**config.mk**
```make
export PLATFORM = sky130hd
export DESIGN_NAME = rwss_div
export DESIGN_NICKNAME = d
export VERILOG_FILES = /design/src/design/rwss_pkg.sv /design/src/design/rwss_div.sv
export SDC_FILE = /design/constraint.sdc
export NUM_CORES = 2
export LEC_CHECK = 0
export BUFFER_PORTS_ARGS = -buffer_cell sky130_fd_sc_hd__clkbuf_2
export CORE_UTILIZATION = 45
export DETAILED_ROUTE_END_ITERATION = 10
export PLACE_DENSITY = 0.7
export SLEW_MARGIN = 10
export SYNTH_ARGS = -nofsm -noshare
export SYNTH_HDL_FRONTEND = slang
export SYNTH_SLANG_ARGS = --single-unit
export TNS_END_PERCENT = 10
```
**constraint.sdc**
```tcl
create_clock -name clk -period 8.7 [get_ports clk]
set_input_delay 1.305 -clock clk [delete_from_list [all_inputs] [get_ports clk]]
set_output_delay 1.305 -clock clk [all_outputs]
set_load 0.01 [all_outputs]
```
**src/design/rwss_pkg.sv**
```systemverilog
`timescale 1ns / 1ps
`default_nettype none
package rwss_pkg;

	localparam int FRAC_BITS = 16;
	localparam int TEX_BITS  = 6;
	localparam int DIST_W    = 24;
	localparam int SLICE_W   = 16;
	localparam int TEXQ_W    = 23;
	localparam int H_W       = 12;
	localparam int RAY_W     = 19;
	localparam int OFS_W     = SLICE_W - 1;
	localparam int HIT_W     = 2 * FRAC_BITS;

	localparam int DIV_DW    = 24;
	localparam int DIV_QW    = 24;
	localparam int DIV_NW    = DIV_DW + DIV_QW;

	localparam logic [H_W-1:0]    H_RESET   = H_W'(1080);
	localparam logic [DIST_W-1:0] DIST_MAX  = '1;
	localparam logic [SLICE_W-1:0] SLICE_MAX = '1;
	localparam logic [TEXQ_W-1:0] TEXQ_MAX  = '1;
	localparam logic [DIV_NW-1:0] TEX_NUM   = DIV_NW'(64) << FRAC_BITS;

	typedef struct packed {
		logic                    force_max;
		logic                    force_zero;
		logic [FRAC_BITS-1:0]    eye_frac;
		logic signed [RAY_W-1:0] ray_other;
		logic                    mirror;
	} front_sb_t;

	typedef struct packed {
		logic [DIST_W-1:0]    wdist;
		logic [HIT_W-1:0]     prod;
		logic [FRAC_BITS-1:0] eye_frac;
		logic                 mirror;
		logic                 slice_sat;
		logic                 dist_zero;
	} slice_sb_t;

	typedef struct packed {
		logic [DIST_W-1:0]   wdist;
		logic [SLICE_W-1:0]  slice;
		logic [H_W-1:0]      first;
		logic [H_W-1:0]      last;
		logic [TEX_BITS-1:0] col;
		logic [OFS_W-1:0]    offset;
		logic                slice_zero;
		logic                degen;
	} tex_sb_t;

endpackage
`default_nettype wire

```
**src/design/rwss_div.sv**
```systemverilog
`timescale 1ns / 1ps
`default_nettype none
module rwss_div (
	input  wire logic                         clk,
	input  wire logic                         arst_n,
	input  wire logic                         in_valid,
	input  wire logic [rwss_pkg::DIV_NW-1:0]  dividend,
	input  wire logic [rwss_pkg::DIV_DW-1:0]  divisor,
	output logic                              out_valid,
	output logic [rwss_pkg::DIV_QW-1:0]       quotient
);

	localparam int DW = rwss_pkg::DIV_DW;
	localparam int QW = rwss_pkg::DIV_QW;

	logic [DW-1:0] rem_s [0:QW];
	logic [QW-1:0] lo_s  [0:QW];
	logic [QW-1:0] quo_s [0:QW];
	logic [DW-1:0] dsr_s [0:QW];
	logic [QW:0]   vld_s;

	always_ff @(posedge clk) begin
		rem_s[0] <= dividend[DW+QW-1:QW];
		lo_s[0]  <= dividend[QW-1:0];
		quo_s[0] <= '0;
		dsr_s[0] <= divisor;
	end

	always_ff @(posedge clk or negedge arst_n) begin
		if (!arst_n) begin
			vld_s <= '0;
		end else begin
			vld_s <= {vld_s[QW-1:0], in_valid};
		end
	end

	for (genvar k = 0; k < QW; k++) begin : g_stage
		logic [DW:0]   r_ext;
		logic [DW+1:0] diff;
		assign r_ext = {rem_s[k], lo_s[k][QW-1]};
		assign diff  = {1'b0, r_ext} - {2'b0, dsr_s[k]};
		always_ff @(posedge clk) begin
			if (!diff[DW+1]) begin
				rem_s[k+1] <= diff[DW-1:0];
				quo_s[k+1] <= {quo_s[k][QW-2:0], 1'b1};
			end else begin
				rem_s[k+1] <= r_ext[DW-1:0];
				quo_s[k+1] <= {quo_s[k][QW-2:0], 1'b0};
			end
			lo_s[k+1]  <= {lo_s[k][QW-2:0], 1'b0};
			dsr_s[k+1] <= dsr_s[k];
		end
	end

	assign out_valid = vld_s[QW];
	assign quotient  = quo_s[QW];

endmodule
`default_nettype wire

```
* Yosys cells after proc, flatten, opt, wreduce, memory -nomap -nowiden
Memories as Yosys holds them, arrays and structs flattened.
Cells that the tools add are included.
W data, S select, Z words.
** Storage, ports and cells
- Memories :: 4
- Word-level logic and storage cells :: 173
- Bits in latches :: 0
- Bits of input ports :: 75
- RAM bits :: 2400
- Output and inout bits :: 25
- Flip-flop bits (word level) :: 25
- Bits in read-only memories :: 0
** Memories
- dsr_s :: depth 25, bits a word 24, read ports 24, clocked after memory_dff 0, wr ports 25, line rwss_div.sv:19 : logic [DW-1:0] dsr_s [0:QW];
- lo_s :: depth 25, bits a word 24, read ports 24, clocked after memory_dff 0, wr ports 25, line rwss_div.sv:17 : logic [QW-1:0] lo_s [0:QW];
- quo_s :: depth 25, bits a word 24, read ports 25, clocked after memory_dff 0, wr ports 25, line rwss_div.sv:18 : logic [QW-1:0] quo_s [0:QW];
- rem_s :: depth 25, bits a word 24, read ports 24, clocked after memory_dff 0, wr ports 25, line rwss_div.sv:16 : logic [DW-1:0] rem_s [0:QW];
** Cells by class
- Muxes and demuxes :: 96
- Shift-type cells :: 0
- Equal/unequal tests :: 0
- Add/sub/neg operators :: 24
- Divide/modulo/power cells :: 0
- Multipliers :: 0
- Bitwise operators :: 48
- Reduce and logical (&&, ||, !) cells :: 0
- $lt $le $gt $ge :: 0
** Operators by type and width (count)
- $mux W24 :: 48
- $sub A25 B24 Y26 :: 24
- $mux W1 :: 48
- $or A1 B1 Y1 :: 48

* Longest topological paths before layout
- Depth after elaboration :: 3
- Gate-level depth with buffers :: 13
- Gate-level depth less buffers :: 12

* Worst setup path after synthesis
No wires, ideal clock.
- Kind :: flip-flop to flip-flop
- Start :: memory dsr_s[1][169] (netlist name)
- End :: memory rem_s[2][18] (netlist name)
- Path buffers :: 2
- Arrival :: 2841 ps
- Library setup time :: 121 ps
- Cell stages (with the launch flop) :: 14
- Required time :: 8579 ps
- Clock period less this slack :: 2962 ps
- Path slack :: 5738 ps
- Cell sequence :: dfxtp_1 inv_1 ha_1 nor2b_1 o31a_1 o311ai_1 nand2_1 a31o_2 a21bo_2 o21ai_2 o211a_1 buf_4 buf_4 mux2_2
** RTL lines (line)
- start: declaration :: rwss_div.sv:19
- end: declaration :: rwss_div.sv:16

==> flow_metrics.tcl <==
set metrics [dict create \
    status "finished, final reports clean" \
    path_clk_slew_ns 0.06 \
    setup_viol 0 \
    syn_area_per_cell_um2 10.2 \
    leakage_nw 36.3 \
    area_growth_pct 12.9 \
    synth_edf_count 0 \
    die-area_mm2 0.157 \
    ir_worst_vdd_uv 254 \
    postCtsSetupRepairBufs 0 \
    wl_um 131000 \
    finalSetupTns_ns 0 \
    drive_above_1_share_pct 10.2 \
    synthFlopType "dfxtp_1" \
    r2r-start "dsr_s[2][145]" \
    min_path_type "flop to flop" \
    place_area_mm2 0.0726 \
    cap_violations 0 \
    met3_usage_pct 2.95 \
    slew_viol_final 0 \
    relSlewSlack_pct 21.9 \
    die_h_um 397 \
    p_comb_share_pct 41.1 \
    final_cell_mix "dfxtp_1, inv_1, ha_1" \
    endpoint_kind "flop" \
    clock-sinks 1777 \
    gp_congestion 0.892 \
    globalRouteMet1Util_pct 20.4 \
    ctsResizeCount 0 \
    switchingPower_mw 11.7 \
    multiInputGateArea_mm2 0.0310 \
    finClkSkew_ns 0.0328 \
    rsz0062_at_grt "false" \
    seqCellArea_mm2 0.0357 \
    drt-initial-drc-count 2378 \
    start_util_pct 45.4 \
    wire_per_inst_um 14.1 \
    fp.coreArea_mm2 0.154 \
    syn_nets 7558 \
    synth_cells 6885 \
    hold_depth 0 \
    synthArstFlopShare_pct 1.41 \
    clk_latency_ns 0.78 \
    clock_power_share_pct 24.3 \
    stdcell_area_mm2 0.0791 \
    diodes 0 \
    fillers 13700 \
    cts_tree "built" \
    grt_pass1_wl_um 219000 \
    fin_nets 7722 \
    dr_total_vias 46500 \
    synthDistinctLibCells 99 \
    cts_inserted_buffers 181 \
    p_int_mw 21.9 \
    grt_max_degree 48 \
    root_buffer "clkbuf_16" \
    via_per_inst 5.03 \
    period_needed_ns 4.11 \
    syn_area_mm2 0.0700 \
    holdPathEnd "quo_s[1][50]" \
    grt_pass1_vias 46000 \
    ctsLongestPathBuffers 3 \
    antenna_found_initial 1 \
    htreeDepth 4 \
    worst_slew_pin_slew_ns 1.17 \
    ant_nets 0 \
    std_cell_rows 144 \
    synth-seq-cells 1777 \
    fmax_ghz 0.243 \
    yosysWarnings 0 \
    top_usage_layer "met2" \
    worst_ep_arrival_time_ns 4.78 \
    cts_hold_buf 0 \
    synth.top_cell.area_share_pct 50.1 \
    mostFrequentLayoutCell "dfxtp_1" \
    io_pins 100 \
    critPathRequiredTime_ns 9.38 \
    reg2reg_slack_ns 4.59 \
    io_buffers 99 \
    critPathMaxFanout 26 \
    rr_endpoint "rem_s[2][190]" \
    period_share_pct 47.2 \
    power.share.sequential_pct 34.7 \
    synth-seq-area-share_pct 51.0 \
    p_total_mw 33.6 \
    power.density_mw_per_mm2 425 \
    finalHoldViolCount 0 \
    worstRegToRegCells 11 \
    dp.final_hpwl_um 97600 \
    path_class "flop to flop" \
    drt-pass1-iter-count 7 \
    min_from "quo_s[1][25]" \
    grt_overflow_total 0 \
    grt_use_met2_pct 28.2 \
    die_x_um 397 \
    netSwitchingFraction_pct 34.9 \
    synth_top_area_cell "dfxtp_1" \
    drcViolationCount 0 \
    start_kind "flop" \
    grtUsageTotal_pct 16.5 \
    netlist_top_cells_area "dfxtp_1, ha_1, inv_1" \
]
-- worst max path at each step --
stage	startpoint	to	depth (start not counted)	slack [ns]
after floorplan	dsr_s[1][169]	rem_s[2][18]	13	5.74
after global placement	dsr_s[2][145]	rem_s[2][190]	11	4.71
after detailed placement	dsr_s[2][145]	rem_s[2][190]	11	4.62
after CTS	dsr_s[2][145]	rem_s[2][190]	11	4.61
after global routing	dsr_s[2][145]	rem_s[2][190]	11	4.23
final	dsr_s[2][145]	rem_s[2][190]	11	4.59
-- metal layers --
layer  wire (um)  vias to the layer above
li1            -                    24000
met1       59100                    21400
met2       61600                      833
met3        5300                      320
met4        4550                        2
met5          12                        -
-- registers in the layout (all words and copies together), names as in the netlist --
name	flops
lo_s	300
dsr_s	576
vld_s	25
quo_s	300
rem_s	576
-- critical path, cell delays in order, from the launching register on --
cell and delay, ns:
dfxtp_1 0.38, inv_1 0.06, ha_1 0.26, nor2b_1 0.12
o21ai_0 0.11, a21boi_0 0.36, o221ai_1 0.27, o21ai_0 0.77
a21oi_1 0.22, o21a_1 0.53, inv_2 0.51, mux2_2 0.39
-- power by group through the flow --
stage	Sequential, mW	Combinational (mW)	Clock [mW]
floorplan	11.3	11.4	0
global placement	11.8	13.3	0
detailed placement	11.8	13.6	0
CTS	11.7	13.8	8.43
global route	11.9	15.5	8.77
finish	11.7	13.8	8.17
-- logic make-up (layout without fill, tap and decap cells) --
| logic type | after synthesis | in the layout | synth area share (%) |
|---|---|---|---|
| AO/OA/AOI/OAI | 1645 | 1645 | 15.2 |
| XOR/XNOR | 390 | 390 | 4.88 |
| adder cells (fa/ha/maj) | 598 | 598 | 10.9 |
| buffers and inverters | 866 | 1181 | 4.91 |
| flip-flops | 1777 | 1777 | 51.0 |
| multiplexers | 256 | 256 | 4.06 |
| AND/OR/NAND/NOR | 1353 | 1353 | 9.06 |
-- Yosys cell counts (59+ instances only) --
cell type  number
dfxtp_1      1752
and3_1         59
nand2b_1       75
inv_1         733
xor2_1        143
o31ai_1        61
o21a_1         90
ha_1          575
o21ai_0       361
nand3_1        75
nor2b_1        69
xnor2_1       247
nand2_1       383
nor2_1        414
a21o_1        190
clkbuf_1       59
mux2_2        222
nor3_1         95
a21oi_1       488
-- metrics by stage --
step / std cells / utilization (%) / setup WS [ns] / hold WS [ns]
after floorplan: 6885 / - / 5.74 / 0.310
after global placement: 8910 / 47.1 / 4.71 / 0.310
after detailed placement: 8910 / 47.1 / 4.62 / 0.312
after CTS: 9244 / 51.3 / 4.61 / 0.308
after global routing: 9244 / 51.3 / 4.23 / 0.319
final: 9244 / 51.3 / 4.59 / 0.307
-- area by class of cell --
class / instances / share of cell area [%]
multi-input combinational: 4242 / 39.2
clock buffer: 246 / 6.51
timing repair buffer: 111 / 0.740
clock inverter: 88 / 1.70
sequential: 1777 / 45.1
inverter: 736 / 3.49
tap: 2044 / 3.23
No activity file was read; power rests on OpenSTA's default activity.
