===== src/design/rwss_pkg.sv =====
`timescale 1ns / 1ps
`default_nettype none
package rwss_pkg;

	localparam int FRAC_BITS = 16;
	localparam int TEX_BITS  = 6;
	localparam int DIST_W    = 24;
	localparam int SLICE_W   = 16;
	localparam int TEXQ_W    = 23;
	localparam int H_W       = 12;
	localparam int RAY_W     = 19;
	localparam int OFS_W     = SLICE_W - 1;
	localparam int HIT_W     = 2 * FRAC_BITS;

	localparam int DIV_DW    = 24;
	localparam int DIV_QW    = 24;
	localparam int DIV_NW    = DIV_DW + DIV_QW;

	localparam logic [H_W-1:0]    H_RESET   = H_W'(1080);
	localparam logic [DIST_W-1:0] DIST_MAX  = '1;
	localparam logic [SLICE_W-1:0] SLICE_MAX = '1;
	localparam logic [TEXQ_W-1:0] TEXQ_MAX  = '1;
	localparam logic [DIV_NW-1:0] TEX_NUM   = DIV_NW'(64) << FRAC_BITS;

	typedef struct packed {
		logic                    force_max;
		logic                    force_zero;
		logic [FRAC_BITS-1:0]    eye_frac;
		logic signed [RAY_W-1:0] ray_other;
		logic                    mirror;
	} front_sb_t;

	typedef struct packed {
		logic [DIST_W-1:0]    wdist;
		logic [HIT_W-1:0]     prod;
		logic [FRAC_BITS-1:0] eye_frac;
		logic                 mirror;
		logic                 slice_sat;
		logic                 dist_zero;
	} slice_sb_t;

	typedef struct packed {
		logic [DIST_W-1:0]   wdist;
		logic [SLICE_W-1:0]  slice;
		logic [H_W-1:0]      first;
		logic [H_W-1:0]      last;
		logic [TEX_BITS-1:0] col;
		logic [OFS_W-1:0]    offset;
		logic                slice_zero;
		logic                degen;
	} tex_sb_t;

endpackage
`default_nettype wire


===== src/design/rwss_front.sv =====
`timescale 1ns / 1ps
`default_nettype none
module rwss_front (
	input  wire logic                               clk,
	input  wire logic                               arst_n,
	input  wire logic                               in_valid,
	input  wire logic                               hit_side,
	input  wire logic [7:0]                         cell_x,
	input  wire logic [7:0]                         cell_y,
	input  wire logic [23:0]                        eye_x,
	input  wire logic [23:0]                        eye_y,
	input  wire logic signed [1:0]                  dir_sign_x,
	input  wire logic signed [1:0]                  dir_sign_y,
	input  wire logic signed [rwss_pkg::RAY_W-1:0]  ray_x,
	input  wire logic signed [rwss_pkg::RAY_W-1:0]  ray_y,
	output logic                                    valid_s1,
	output logic [rwss_pkg::DIV_NW-1:0]             dividend_s1,
	output logic [rwss_pkg::DIV_DW-1:0]             divisor_s1,
	output rwss_pkg::front_sb_t                     sb_s1
);

	localparam int F  = rwss_pkg::FRAC_BITS;
	localparam int RW = rwss_pkg::RAY_W;

	logic                 step_neg;
	logic [7:0]           hit_cell;
	logic [23:0]          eye;
	logic signed [RW-1:0] ray;
	logic signed [RW-1:0] ray_neg;
	logic [8:0]           cell_o;
	logic signed [25:0]   num;
	logic signed [25:0]   num_neg;
	logic [24:0]          mag;
	logic [RW-1:0]        den;
	logic                 ray_zero;
	logic                 num_zero;
	logic                 opposite;
	logic                 q_sat;
	logic                 mirror;

	always_comb begin
		step_neg = hit_side ? dir_sign_y[1] : dir_sign_x[1];
		hit_cell = hit_side ? cell_y : cell_x;
		eye      = hit_side ? eye_y : eye_x;
		ray      = hit_side ? ray_y : ray_x;
		cell_o   = {1'b0, hit_cell} + {8'b0, step_neg};
		num      = $signed({1'b0, cell_o, {F{1'b0}}}) - $signed({2'b0, eye});
		num_neg  = -num;
		mag      = num[25] ? num_neg[24:0] : num[24:0];
		ray_neg  = -ray;
		den      = ray[RW-1] ? ray_neg : ray;
		ray_zero = (ray == '0);
		num_zero = (num == '0);
		opposite = num[25] != ray[RW-1];
		q_sat    = {2'b0, mag} >= {den, 8'b0};
		mirror   = hit_side ? ray_y[RW-1] : (!ray_x[RW-1] && ray_x != '0);
	end

	always_ff @(posedge clk or negedge arst_n) begin
		if (!arst_n) begin
			valid_s1 <= 1'b0;
		end else begin
			valid_s1 <= in_valid;
		end
	end

	always_ff @(posedge clk) begin
		dividend_s1        <= {7'b0, mag, {F{1'b0}}};
		divisor_s1         <= {5'b0, den};
		sb_s1.force_max    <= ray_zero || (!num_zero && !opposite && q_sat);
		sb_s1.force_zero   <= !ray_zero && (num_zero || opposite);
		sb_s1.eye_frac     <= hit_side ? eye_x[F-1:0] : eye_y[F-1:0];
		sb_s1.ray_other    <= hit_side ? ray_x : ray_y;
		sb_s1.mirror       <= mirror;
	end

endmodule
`default_nettype wire


===== config.mk =====
export PLATFORM = sky130hd
export DESIGN_NAME = rwss_front
export DESIGN_NICKNAME = d
export VERILOG_FILES = /design/src/design/rwss_pkg.sv /design/src/design/rwss_front.sv
export SDC_FILE = /design/constraint.sdc
export NUM_CORES = 1
export LEC_CHECK = 0
export BUFFER_PORTS_ARGS = -buffer_cell sky130_fd_sc_hd__buf_2
export CAP_MARGIN = 20
export CELL_PAD_IN_SITES_DETAIL_PLACEMENT = 1
export CELL_PAD_IN_SITES_GLOBAL_PLACEMENT = 1
export CORE_ASPECT_RATIO = 0.8
export CORE_MARGIN = 5
export CORE_UTILIZATION = 36
export CTS_CLUSTER_DIAMETER = 60
export DETAILED_ROUTE_END_ITERATION = 7
export PLACE_DENSITY = 0.89
export SLEW_MARGIN = 10
export SYNTH_ARGS = -nofsm -noshare
export SYNTH_HDL_FRONTEND = slang
export SYNTH_SLANG_ARGS = --single-unit

===== constraint.sdc =====
create_clock -name clk -period 0.8 [get_ports clk]
set_clock_uncertainty 0.2 [all_clocks]
set_input_delay 0.16 -clock clk [delete_from_list [all_inputs] [get_ports clk]]
set_output_delay 0.16 -clock clk [all_outputs]
set_load 0.05 [all_outputs]

==> results of run 1 <==
-- per-layer routing --
metal / global-route usage / overflow
met1: 0.778 / 0
met2: 1.00 / 232
met3: 0.713 / 5
met4: 0.910 / 180
met5: 0.278 / 0
-- timing repair --
action / 4_1_cts
endpoints found under the hold margin: 40
hold buffers: 2
pin swaps: 65
gates resized for setup: 220
buffers inserted: 30
gates cloned: 3
endpoints found under the setup margin: 164
-- kinds of logic after synthesis --
group / after synthesis
muxes: 84
adders and majority gates: 30
other: 1
xor gates and xnor gates: 70
DFF: 83
and+or+nand+nor: 185
AOI/OAI and AO/OA: 128
buffers and inverters: 75
-- through the flow --
step                cell area [µm²]  hold slack [ns]  TNS [ns]
detailed placement             8960           -0.265   -148.08
global placement               8960           -0.265   -138.77
CTS                           10500           -0.174   -123.61
floorplan                      6540           -0.336   -149.12
==> key figures, run 1 <==
STA
  • Worst EP Category: register input
  • Post-GRT worst EP: sb_s1[37]$_DFF_P_/D

Logic synthesis
  • Synth top area share: 0.281
  • Post-synthesis cell count: 656
  • Primary FF master, synth: dfxtp_1
  • Proportion of synthesized area in mux cells: 0.155
  • Synth Register Bits: slightly above 80
  • Most common cell in the netlist: dfxtp_1
  • Post-synth EDFFs: 0
  • Distinct cell type count after synthesis: roughly 70
  • Post-synth top cells: dfxtp_1 (82), xnor2_1 (49), mux2_2 (44)
  • Largest family of logic cells by synthesized area: simple AND/OR/NAND/NOR gates
  • Post-Synth Simple-Gate Area: 0.169
  • Synth top area cells: dfxtp_1 (28%), mux2_2 (8.5%), xnor2_1 (7.3%), ha_1 (6.4%), mux2i_1 (6.3%)
  • Area share of fa/ha/maj cells after synthesis: 0.0642
  • Post-Synth XOR/XNOR Area: 0.106
  • Area fraction in compound gates after synthesis: 0.150
  • Asr flop ratio synth: 0.0120
  • Cell taking the most area after synthesis: dfxtp_1
  • Yosys Warn Count: 0
  • Synthesized area: about 6000 µm²
  • Sequential area share after synthesis: 0.285
  • Mean Syn Cell Area: between 8 and 9 µm²

Placement
  • Gpl congestion: 0.792
  • Place WS: -4.35 ns
  • HPWL after DPL: 20300 µm
  • Port Buffers: 190
  • Inst Count DP: between 1k and 1.5k

Clocking
  • H-tree depth: 3
  • CTS Buf Count: 9
  • Clk sinks: just over 80
  • Root Buffer Master: clkbuf_16
  • Clock Path Buffers: 2

Outcome
  • Outcome: aborted with a tool error
  • Error: [ERROR GRT-0232] Routing congestion too high. Check the congestion heatmap in the GUI.
  • Stop stage: global routing

Global route
  • Largest net degree at the start of global routing: 23
  • Gr ovfl total: 417
  • Global Route Usage Sum: 0.829
  • Initial antenna violation count: 1

Die
  • I/O Pins: ~220
  • Site Rows: 41
  • Initial cell density of the core: 0.369
  • DIE WIDTH: ~150 µm
  • Die H: 124 µm
==> run 2: changes to the inputs <==
- CELL_PAD_IN_SITES_DETAIL_PLACEMENT: 1 -> unset
- CELL_PAD_IN_SITES_GLOBAL_PLACEMENT: 1 -> unset
- CORE_ASPECT_RATIO: 0.8 -> unset
- CORE_UTILIZATION: 36 -> 40
- CTS_CLUSTER_DIAMETER: 60 -> unset
- PLACE_DENSITY: 0.89 -> unset
- PLACE_DENSITY_LB_ADDON: unset -> 0.15
==> run 2 against run 1 <==
Against the previous run: the flow now finishes, with violations (negative hold slack, negative setup slack); synthesized cell count unchanged; area after synthesis unchanged.
==> key figures, run 2 <==
Final layout
  • Max reg flops: 38
  • Largest register by flop count: sb_s1
  • Most common cell after layout, fill and taps aside: buf_4
  • Fin util: 0.823
  • Reg area: between 1500 and 2000 µm²
  • Layout area overhead: 103%
  • Most frequent cells in the layout: buf_4 (235), buf_2 (106), buf_8 (83)
  • NumNets Final: about 1.3k
  • Fraction of layout cells with a size suffix above 1: 0.692
  • # diodes: 0
  • Largest regs: sb_s1: 38 flops, dividend_s1: 25 flops, divisor_s1: 19 flops
  • # fillers: 791
  • Area taken by multi-input logic gates: 4930 µm²
  • Design Area, Final: 11900 µm²
  • Finished Layout Cells: roughly 1.3k

STA
  • Unrepaired setup endpoints after global routing: yes
  • Setup-failing EPs final: between 150 and 200
  • Worst Setup Slack, final: -3.63 ns
  • Actual transition at the worst max-transition pin: around 0.46 ns
  • Relative slew slack: 0.683
  • Crit path time final: approximately 4.4 ns
  • Final period util: 5.54
  • Max Freq: roughly 230 MHz
  • Final Hold Viols: 33
  • Final Max Slew Viols: 0
  • Hold Slack: -0.157 ns

Route
  • Metal3 WL: approximately 1600 µm
  • WL met1: slightly above 9000 µm
  • Avg Vias per Cell: 5.35
  • Initial DRC Count: ~470
  • Drc violations: 0
  • Drt pass-1 iters: 5
  • Total wire length: 25200 µm
  • DRT antenna net count: 0
  • Met2 Wirelength: about 13000 µm
  • Routed vias: ~7k
  • DR top layer: met4
  • Routed len/inst: slightly below 20 µm

Worst hold path
  • Hold Path Class: input port to register
  • Hold Startpoint: eye_x[15]
  • Hold depth: 2
  • Hold EP: sb_s1[35]$_DFF_P_

Setup path
  • CP peak stage delay: roughly 0.43 ns
  • Worst Path Arrival: approximately 4.5 ns
  • Worst setup EP type: register
  • Cell family with most CP delay: simple AND/OR/NAND/NOR gates
  • Slowest cell on crit path: or4_1
  • Required @ worst endpoint: between 0.8 and 0.9 ns
  • Kind of critical path: input port to register
  • CP Cell Sequence: buf_12 -> mux2_4 -> ha_4 -> ha_4 -> inv_4 -> a221oi_4 -> xnor2_1 -> ha_1 -> and3_4 -> a211oi_4 -> o211a_4 -> buf_6 -> buf_6 -> xnor2_1 -> a22oi_1 -> xnor2_1 -> ha_1 -> nand3_1 -> nor4_1 -> nand2_1 -> a41oi_2 -> nand3b_1 -> or4_1 -> a21oi_1
  • CP bufs+invs: 4
  • Startpoint types: input port
  • CP max FO: 6
  • CP dominant cell by count: xnor2_1

Logic synthesis
  • Asr flop ratio synth: 0.0120 (unchanged)
  • Synth top area share: 0.281 (unchanged)
  • Synth Register Bits: 83 (unchanged)
  • Cell taking the most area after synthesis: dfxtp_1
  • Most common cell in the netlist: dfxtp_1
  • Yosys Warn Count: 0 (unchanged)
  • Post-synth top cells: dfxtp_1 (82), xnor2_1 (49), mux2_2 (44)
  • Synth top area cells: dfxtp_1 (28%), mux2_2 (8.5%), xnor2_1 (7.3%), ha_1 (6.4%), mux2i_1 (6.3%)
  • Mean Syn Cell Area: 8.91 µm² (unchanged)
  • Post-synthesis cell count: 656 (unchanged)
  • Post-synth EDFFs: 0 (unchanged)
  • Synthesized area: 5840 µm² (unchanged)
  • Sequential area share after synthesis: 0.285 (unchanged)
  • Distinct cell type count after synthesis: 69 (unchanged)
  • Primary FF master, synth: dfxtp_1

Clocking
  • H-tree depth: 3 (unchanged)
  • Root Buffer Master: clkbuf_16
  • TritonCTS clock tree: done
  • Clk sinks: 83 (unchanged)
  • CTS Buf Count: 9 (unchanged)
  • Hold-fix buffers, CTS: 2 (unchanged)
  • Clock-pin slew on the worst setup and hold paths: approximately 0.070 ns
  • Clock Path Buffers: 2 (unchanged)

Global route
  • Gr ovfl total: 0
  • First-pass GRT wire length: about 36000 µm
  • Largest net degree at the start of global routing: 16
  • Global Route Usage Sum: 0.264
  • Initial antenna violation count: 0
  • Vias in the first global route: 7102

Placement
  • Placed inst area: 8920 µm² (-0.40%)
  • Port Buffers: 190 (unchanged)
  • Gpl congestion: 0.865 (+9.1%)
  • HPWL after DPL: 15200 µm (-25%)
  • Place WS: -4.11 ns (+0.237 ns)
  • Inst Count DP: 1219 (-0.97%)

Die
  • Total core area: approximately 14000 µm²
  • DIE WIDTH: 131 µm (-14%)
  • Initial cell density of the core: 0.405 (+0.0365)
  • I/O Pins: 221 (unchanged)
  • Die H: 131 µm (+5.6%)
  • Die area: between 15000 and 20000 µm²
  • Site Rows: 44 (+7.3%)

Run
  • Max Cap Violations: 0

Outcome
  • Outcome: finished with violations
  • Failing checks: negative hold slack, negative setup slack

Power and ir drop
  • Leak pwr: around 5.4 nW
  • Pwr/cell area: approximately 2100 nW/µm²
  • Max IR drop VDD: 1180 µV
==> run 2: cell counts after synthesis <==
No cell type changed its count.
==> run 2: metal layers <==
metal  vias to the layer above  GRT usage
met4                         0      0.111
met3                        70     0.0451
met2                       360      0.495
met1                      3326      0.293
met5                         -          0
li1                       3247          -
==> run 2: worst max path at each step <==
stage / startpoint / end / slack, ns / cells past startpoint
after detailed placement: hit_side / sb_s1[37]$_DFF_P_ / -4.11 / 19
final: hit_side / sb_s1[37]$_DFF_P_ / -3.63 / 24
after global placement: hit_side / sb_s1[37]$_DFF_P_ / -4.05 / 19
after global routing: hit_side / sb_s1[37]$_DFF_P_ / -3.82 / 26
after floorplan: hit_side / sb_s1[37]$_DFF_P_ / -4.82 / 33
after CTS: hit_side / sb_s1[37]$_DFF_P_ / -3.54 / 24
==> run 2: kinds of logic after synthesis <==
group | synth area share
adders and majority gates | 0.0642
and+or+nand+nor | 0.169
other | 0.000642
buffers and inverters | 0.0698
AOI/OAI and AO/OA | 0.150
DFF | 0.285
xor gates and xnor gates | 0.106
muxes | 0.155
==> run 2: through the flow <==
stage | power [mW] | TNS, ns
floorplan | 12.3 | -149.12
global placement | 15.6 | -148.41
detailed placement | 15.8 | -151.80
CTS | 23.7 | -131.27
global route | 25.6 | -139.89
finish | 24.7 | -134.13
==> run 2: cell type report <==
type / instances / share of cell area
multi-input cells: 525 / 0.415
flip-flops and latches: 83 / 0.166
repair buffers: 474 / 0.362
clock inverters: 7 / 0.00833
clock buffers: 9 / 0.0190
well taps: 184 / 0.0194
inverters: 28 / 0.00907
==> run 2: power by group <==
part | internal (mW) | switching [mW]
clock | 2.76 | 1.96
combinational | 6.68 | 7.49
sequential | 5.21 | 0.569
==> run 2: what timing repair did <==
| action | 4_1_cts | 5_1_grt |
|---|---|---|
| buffers inserted | 59 | 14 |
| gates cloned | 6 | 0 |
| pin swaps | 70 | 37 |
| hold endpoints to repair | 38 | 32 |
| resized for setup | 403 | 68 |
| endpoints found under the setup margin | 165 | 165 |
No activity file was read; power rests on OpenSTA's default activity.
==> run 3: changes to the inputs <==
- REMOVE_ABC_BUFFERS: unset -> 1
==> run 3 against run 2 <==
Against the previous run: hold slack better by 0.0078 ns; the run still ends with negative hold slack, negative setup slack left; final cell count fell by 2.6%; fmax is 2.2% lower; power decreased by 6.5%; sequential share of layout area shrank 0.21 points; worst setup slack worse by 0.099 ns; largest cell class unchanged; non-clock buffer count shrank 34; global-route usage fell by 5.3 points.
==> key figures, run 3 (same netlist as run 2, synthesis figures left out) <==
Final layout
  • Fraction of layout cells with a size suffix above 1: 0.631 (-0.0609)
  • Largest regs: sb_s1: 38 flops, dividend_s1: 25 flops, divisor_s1: 19 flops
  • Most common cell after layout, fill and taps aside: buf_4
  • Finished Layout Cells: 1276 (-2.6%)
  • Max reg flops: 38 (unchanged)
  • Largest register by flop count: sb_s1
  • NumNets Final: 1227 (-2.7%)
  • # diodes: 0 (unchanged)
  • Most frequent cells in the layout: buf_4 (226), buf_2 (102), dfxtp_2 (81)
  • Layout area overhead: 84.1%

Route
  • Routed len/inst: 16.3 µm (-15%)
  • Avg Vias per Cell: 5.09 (-4.7%)
  • Drc violations: 0 (unchanged)
  • Total wire length: 20900 µm (-17%)
  • Drt pass-1 iters: 5 (unchanged)
  • Initial DRC Count: 272 (-42%)
  • Routed vias: 6501 (-7.2%)
  • DRT antenna net count: 0 (unchanged)

Power and ir drop
  • Max IR drop VDD: 1330 µV (+13%)
  • Overall power: 23.1 mW (-6.5%)
  • Pwr/cell area: 2140 nW/µm² (+3.1%)
  • Leak pwr: 5.02 nW (-6.3%)

Global route
  • Global-route track usage on met2: 0.391 (-0.104)
  • Largest net degree at the start of global routing: 35 (+19)
  • Initial antenna violation count: 0 (unchanged)
  • Grt peak-use layer: met2
  • Met3 usage: 0.0435 (-0.00163)
  • Gr ovfl total: 0 (unchanged)
  • Vias in the first global route: 6342 (-11%)
  • First-pass GRT wire length: 29200 µm (-18%)
  • M1 GR Usage: 0.251 (-0.0411)
  • Global Route Usage Sum: 0.211 (-0.0528)

Die
  • Die H: 131 µm (unchanged)
  • Die area: 17100 µm² (unchanged)
  • DIE WIDTH: 131 µm (unchanged)
  • Total core area: 14400 µm² (unchanged)
  • Site Rows: 44 (unchanged)
  • I/O Pins: 221 (unchanged)
  • Initial cell density of the core: 0.405 (unchanged)

Clocking
  • H-tree depth: 3 (unchanged)
  • Clk sinks: 83 (unchanged)
  • Clock Path Buffers: 2 (unchanged)
  • Hold-fix buffers, CTS: 2 (unchanged)
  • TritonCTS clock tree: done
  • Root Buffer Master: clkbuf_16
  • Clock-pin slew on the worst setup and hold paths: 0.07 ns (about the same)
  • CTS Buf Count: 9 (unchanged)

Setup path
  • CP max FO: 6 (unchanged)
  • Required @ worst endpoint: 0.84 ns (-0.04 ns)
  • Startpoint types: input port
  • Worst setup EP type: register
  • Kind of critical path: input port to register
  • Worst Path Arrival: 4.58 ns (+0.07 ns)

Placement
  • HPWL after DPL: 14700 µm (-3.1%)
  • Place WS: -4.40 ns (-0.282 ns)
  • Port Buffers: 190 (unchanged)
  • Gpl congestion: 0.860 (-0.54%)
  • Inst Count DP: 1222 (+0.25%)

Outcome
  • Outcome: finished with violations
  • Failing checks: negative hold slack, negative setup slack

STA
  • Max Freq: 221 MHz (-2.2%)
  • Final Hold Viols: 33 (unchanged)
  • Relative slew slack: 0.684 (+0.00113)
  • Final period util: 5.67 (+0.123)
  • Actual transition at the worst max-transition pin: 0.461 ns (-0.00165 ns)
  • Crit path time final: 4.53 ns (+0.0986 ns)
  • Hold Slack: -0.149 ns (+0.00776 ns)
  • Setup TNS: -120.65 ns (+13.48 ns)
  • Final Max Slew Viols: 0 (unchanged)
  • Unrepaired setup endpoints after global routing: yes
  • Worst Setup Slack, final: -3.73 ns (-0.0986 ns)
  • Setup-failing EPs final: 165 (unchanged)

Run
  • Max Cap Violations: 0 (unchanged)

Worst hold path
  • Hold Path Class: input port to register
==> run 3: changes by cell type in the layout (fill, tap and decap cells not counted), moves of 8 or more <==
cell,change
buf_4,-9
dfxtp_4,-82
buf_8,-18
xor2_2,-8
xor2_1,+9
dfxtp_2,+81
==> run 3: what timing repair did <==
item	in CTS	in global routing
hold endpoints to repair	38	34
endpoints found under the setup margin	165	165
buffers inserted	14	26
gates resized for setup	177	359
pin swaps	40	64
cloned	3	1
==> run 3: path summary, 6_finish.rpt <==
kind / startpoint / end / slack [ns] / cells after the start
max: hit_side / sb_s1[37]$_DFF_P_ / -3.73 / 27
min: eye_y[15] / sb_s1[35]$_DFF_P_ / -0.15 / 2
max in group asynchronous: arst_n / valid_s1$_DFF_PN0_ / 0.39 / 2
min in group asynchronous: arst_n / valid_s1$_DFF_PN0_ / -0.08 / 2
==> run 3: power by group <==
| group | switching (mW) | internal (mW) | total, mW | leakage (nW) |
|---|---|---|---|---|
| logic | 7.04 | 6.17 | 13.2 | 4.17 |
| registers | 0.538 | 5.09 | 5.63 | 0.704 |
| clock network | 1.80 | 2.43 | 4.23 | 0.147 |
| total | 9.38 | 13.7 | 23.1 | 5.02 |
==> run 3: layer usage <==
layer  vias up  share of wire
met2       224           0.53
li1       3172              -
met1      3070           0.39
met3        35          0.059
met5         -              0
met4         0          0.019
==> run 3: cell type report <==
cell class | instances | area (µm²)
sequential | 83 | 1770
clock inverter | 6 | 62.6
tap | 184 | 230
multi-input combinational | 525 | 4540
clock buffer | 10 | 229
timing repair buffer | 440 | 3820
fill | 1018 | 3660
inverter | 28 | 108
==> run 3: metrics by stage <==
step | utilization | cell area (µm²)
global placement | 0.585 | 8430
CTS | 0.664 | 9580
detailed placement | 0.585 | 8430
global route | 0.746 | 10800
finish | 0.746 | 10800
floorplan | - | 5640
==> run 3: worst max-delay path, cell delays in order <==
cell	delay, ns
buf_12	0.11
mux2_4	0.31
ha_4	0.18
ha_4	0.16
inv_4	0.07
a21oi_2	0.04
xnor2_1	0.12
ha_1	0.34
a21oi_1	0.15
o21ai_1	0.11
buf_4	0.16
a211oi_4	0.26
o211a_4	0.28
nand3_4	0.09
nor2_2	0.11
a211oi_2	0.06
xor2_1	0.16
ha_1	0.30
nor2b_1	0.14
o21a_1	0.16
o21a_1	0.16
o211ai_1	0.16
a21boi_1	0.09
o211a_1	0.22
o311a_1	0.31
nor2_2	0.12
a21oi_2	0.06
==> run 4: changes to the inputs <==
- TNS_END_PERCENT: unset -> 50
==> run 4 against run 3 <==
Against the previous run: the run still ends with negative hold slack, negative setup slack left; global-route usage is the same; design area shrank 2.4%; hold slack lost 0.0049 ns; non-clock buffer count shrank 4; largest cell class unchanged; critical endpoint unchanged; via count shrank 0.52%; fmax shrank 0.61%; critical path depth is the same.
==> key figures, run 4 (same netlist as run 2, synthesis figures left out) <==
Outcome
  • Outcome: finished with violations
  • Failing checks: negative hold slack, negative setup slack

Setup path
  • Worst Path Arrival: 4.61 ns (+0.03 ns)
  • Critical Path Stages: 27 (unchanged)
  • CP max FO: 6 (unchanged)
  • Kind of critical path: input port to register
  • CP bufs+invs: 3 (unchanged)
  • Cell family with most CP delay: compound AO/OA/AOI/OAI gates
  • Worst setup EP type: register
  • CP peak stage delay: 0.34 ns (about the same)
  • Startpoint types: input port
  • Slowest cell on crit path: ha_1
  • Required @ worst endpoint: 0.85 ns (about the same)

STA
  • Setup-failing EPs final: 165 (unchanged)
  • Hold Slack: -0.154 ns (-0.00488 ns)
  • Final Max Slew Viols: 0 (unchanged)
  • Relative slew slack: 0.683 (-0.00117)
  • Worst Setup Slack, final: -3.76 ns (-0.0279 ns)
  • Unrepaired setup endpoints after global routing: yes
  • Actual transition at the worst max-transition pin: 0.463 ns (+0.00170 ns)
  • Final Hold Viols: 35 (+6.1%)
  • Final period util: 5.70 (+0.0348)
  • Crit path time final: 4.56 ns (+0.0279 ns)
  • Max Freq: 219 MHz (-0.61%)

Placement
  • Port Buffers: 190 (unchanged)
  • HPWL after DPL: 14700 µm (unchanged)
  • Placed inst area: 8430 µm² (unchanged)
  • Gpl congestion: 0.860 (unchanged)

Clocking
  • CTS Buf Count: 9 (unchanged)
  • H-tree depth: 3 (unchanged)
  • TritonCTS clock tree: done
  • Clk sinks: 83 (unchanged)
  • Clock-pin slew on the worst setup and hold paths: 0.07 ns (about the same)
  • Hold-fix buffers, CTS: 2 (unchanged)
  • Root Buffer Master: clkbuf_16
  • Clock Path Buffers: 2 (unchanged)

Die
  • Initial cell density of the core: 0.405 (unchanged)
  • I/O Pins: 221 (unchanged)
  • Die H: 131 µm (unchanged)
  • Die area: 17100 µm² (unchanged)
  • DIE WIDTH: 131 µm (unchanged)
  • Total core area: 14400 µm² (unchanged)
  • Site Rows: 44 (unchanged)

Worst hold path
  • Hold Path Class: input port to register
  • Hold depth: 2 (unchanged)

Final layout
  • Max reg flops: 38 (unchanged)
  • # diodes: 0 (unchanged)
  • Most common cell after layout, fill and taps aside: buf_4
  • Layout area overhead: 79.7%
  • Largest regs: sb_s1: 38 flops, dividend_s1: 25 flops, divisor_s1: 19 flops
  • Largest register by flop count: sb_s1
  • Fraction of layout cells with a size suffix above 1: 0.610 (-0.0207)
  • NumNets Final: 1223 (-0.33%)
  • Most frequent cells in the layout: buf_4 (224), buf_2 (121), dfxtp_2 (61)
  • Fin util: 0.728 (-0.0180)
  • Design Area, Final: 10500 µm² (-2.4%)

Global route
  • Global Route Usage Sum: 0.211 (unchanged)
  • Largest net degree at the start of global routing: 35 (unchanged)
  • Initial antenna violation count: 0 (unchanged)
  • Gr ovfl total: 0 (unchanged)
  • Vias in the first global route: 6342 (unchanged)
  • First-pass GRT wire length: 29200 µm (unchanged)

Power and ir drop
  • Max IR drop VDD: 1320 µV (-0.80%)
  • Overall power: 22.8 mW (-1.2%)
  • Pwr/cell area: 2170 nW/µm² (+1.2%)
  • Leak pwr: 4.93 nW (-1.7%)

Route
  • Drc violations: 0 (unchanged)
  • Avg Vias per Cell: 5.08 (-0.21%)
  • Drt pass-1 iters: 4 (-1)
  • Routed len/inst: 16.3 µm (-0.28%)
  • DRT antenna net count: 0 (unchanged)
  • Total wire length: 20700 µm (-0.59%)
  • Initial DRC Count: 302 (+11%)
  • Routed vias: 6467 (-0.52%)

Run
  • Max Cap Violations: 0 (unchanged)
## run 4: cell types whose count changed in the layout (fill, tap and decap cells not counted), moves of 2 or more
| cell | delta |
|---|---|
| buf_8 | -15 |
| dfxtp_1 | +20 |
| buf_4 | -2 |
| buf_6 | -5 |
| dfxtp_2 | -20 |
| buf_2 | +19 |
## run 4: final cells by class
class                           count  area, µm²
Timing Repair Buffer              436       3610
Fill cell                        1090       3920
Multi-Input combinational cell    525       4520
Clock buffer                       10        229
Sequential cell                    83       1740
Tap cell                          184        230
Inverter                           28        108
Clock inverter                      6       62.6
## run 4: path summary, 6_finish.rpt
path	start	endpoint	slack (ns)
setup / recovery	hit_side	sb_s1[37]$_DFF_P_	-3.76
hold / removal	eye_y[15]	sb_s1[35]$_DFF_P_	-0.15
max in group asynchronous	arst_n	valid_s1$_DFF_PN0_	0.40
min in group asynchronous	arst_n	valid_s1$_DFF_PN0_	-0.08
## run 4: stage by stage
stage          TNS, ns  setup WS (ns)  hold WS, ns  instances
2_1_floorplan   -91.72          -4.20       -0.336        636
3_3_place_gp   -151.16          -4.18       -0.266       1222
3_5_place_dp   -154.79          -4.40       -0.263       1222
4_1_cts        -128.28          -3.68       -0.156       1257
5_1_grt        -129.65          -3.95       -0.154       1272
6_report       -123.37          -3.76       -0.154       1272
## run 4: power by group
| group | internal [mW] | total [mW] | switching, mW | leakage, nW |
|---|---|---|---|---|
| clock | 2.43 | 4.25 | 1.83 | 0.147 |
| sequential | 5.06 | 5.55 | 0.489 | 0.704 |
| combinational | 5.94 | 13.0 | 7.04 | 4.08 |
| total | 13.4 | 22.8 | 9.36 | 4.93 |
## run 4: per-layer routing
metal,global-route usage,part of all wire,vias to the layer above
met3,0.0435,0.055,41
li1,-,-,3161
met4,0.0466,0.022,0
met2,0.391,0.52,229
met1,0.251,0.40,3036
met5,0,0,-
## run 4: timing repair
item	CTS	global route
setup buffers	14	22
gates resized for setup	177	259
endpoints found under the hold margin	38	34
pin swaps	40	64
cloned	3	1
setup endpoints to repair	165	165
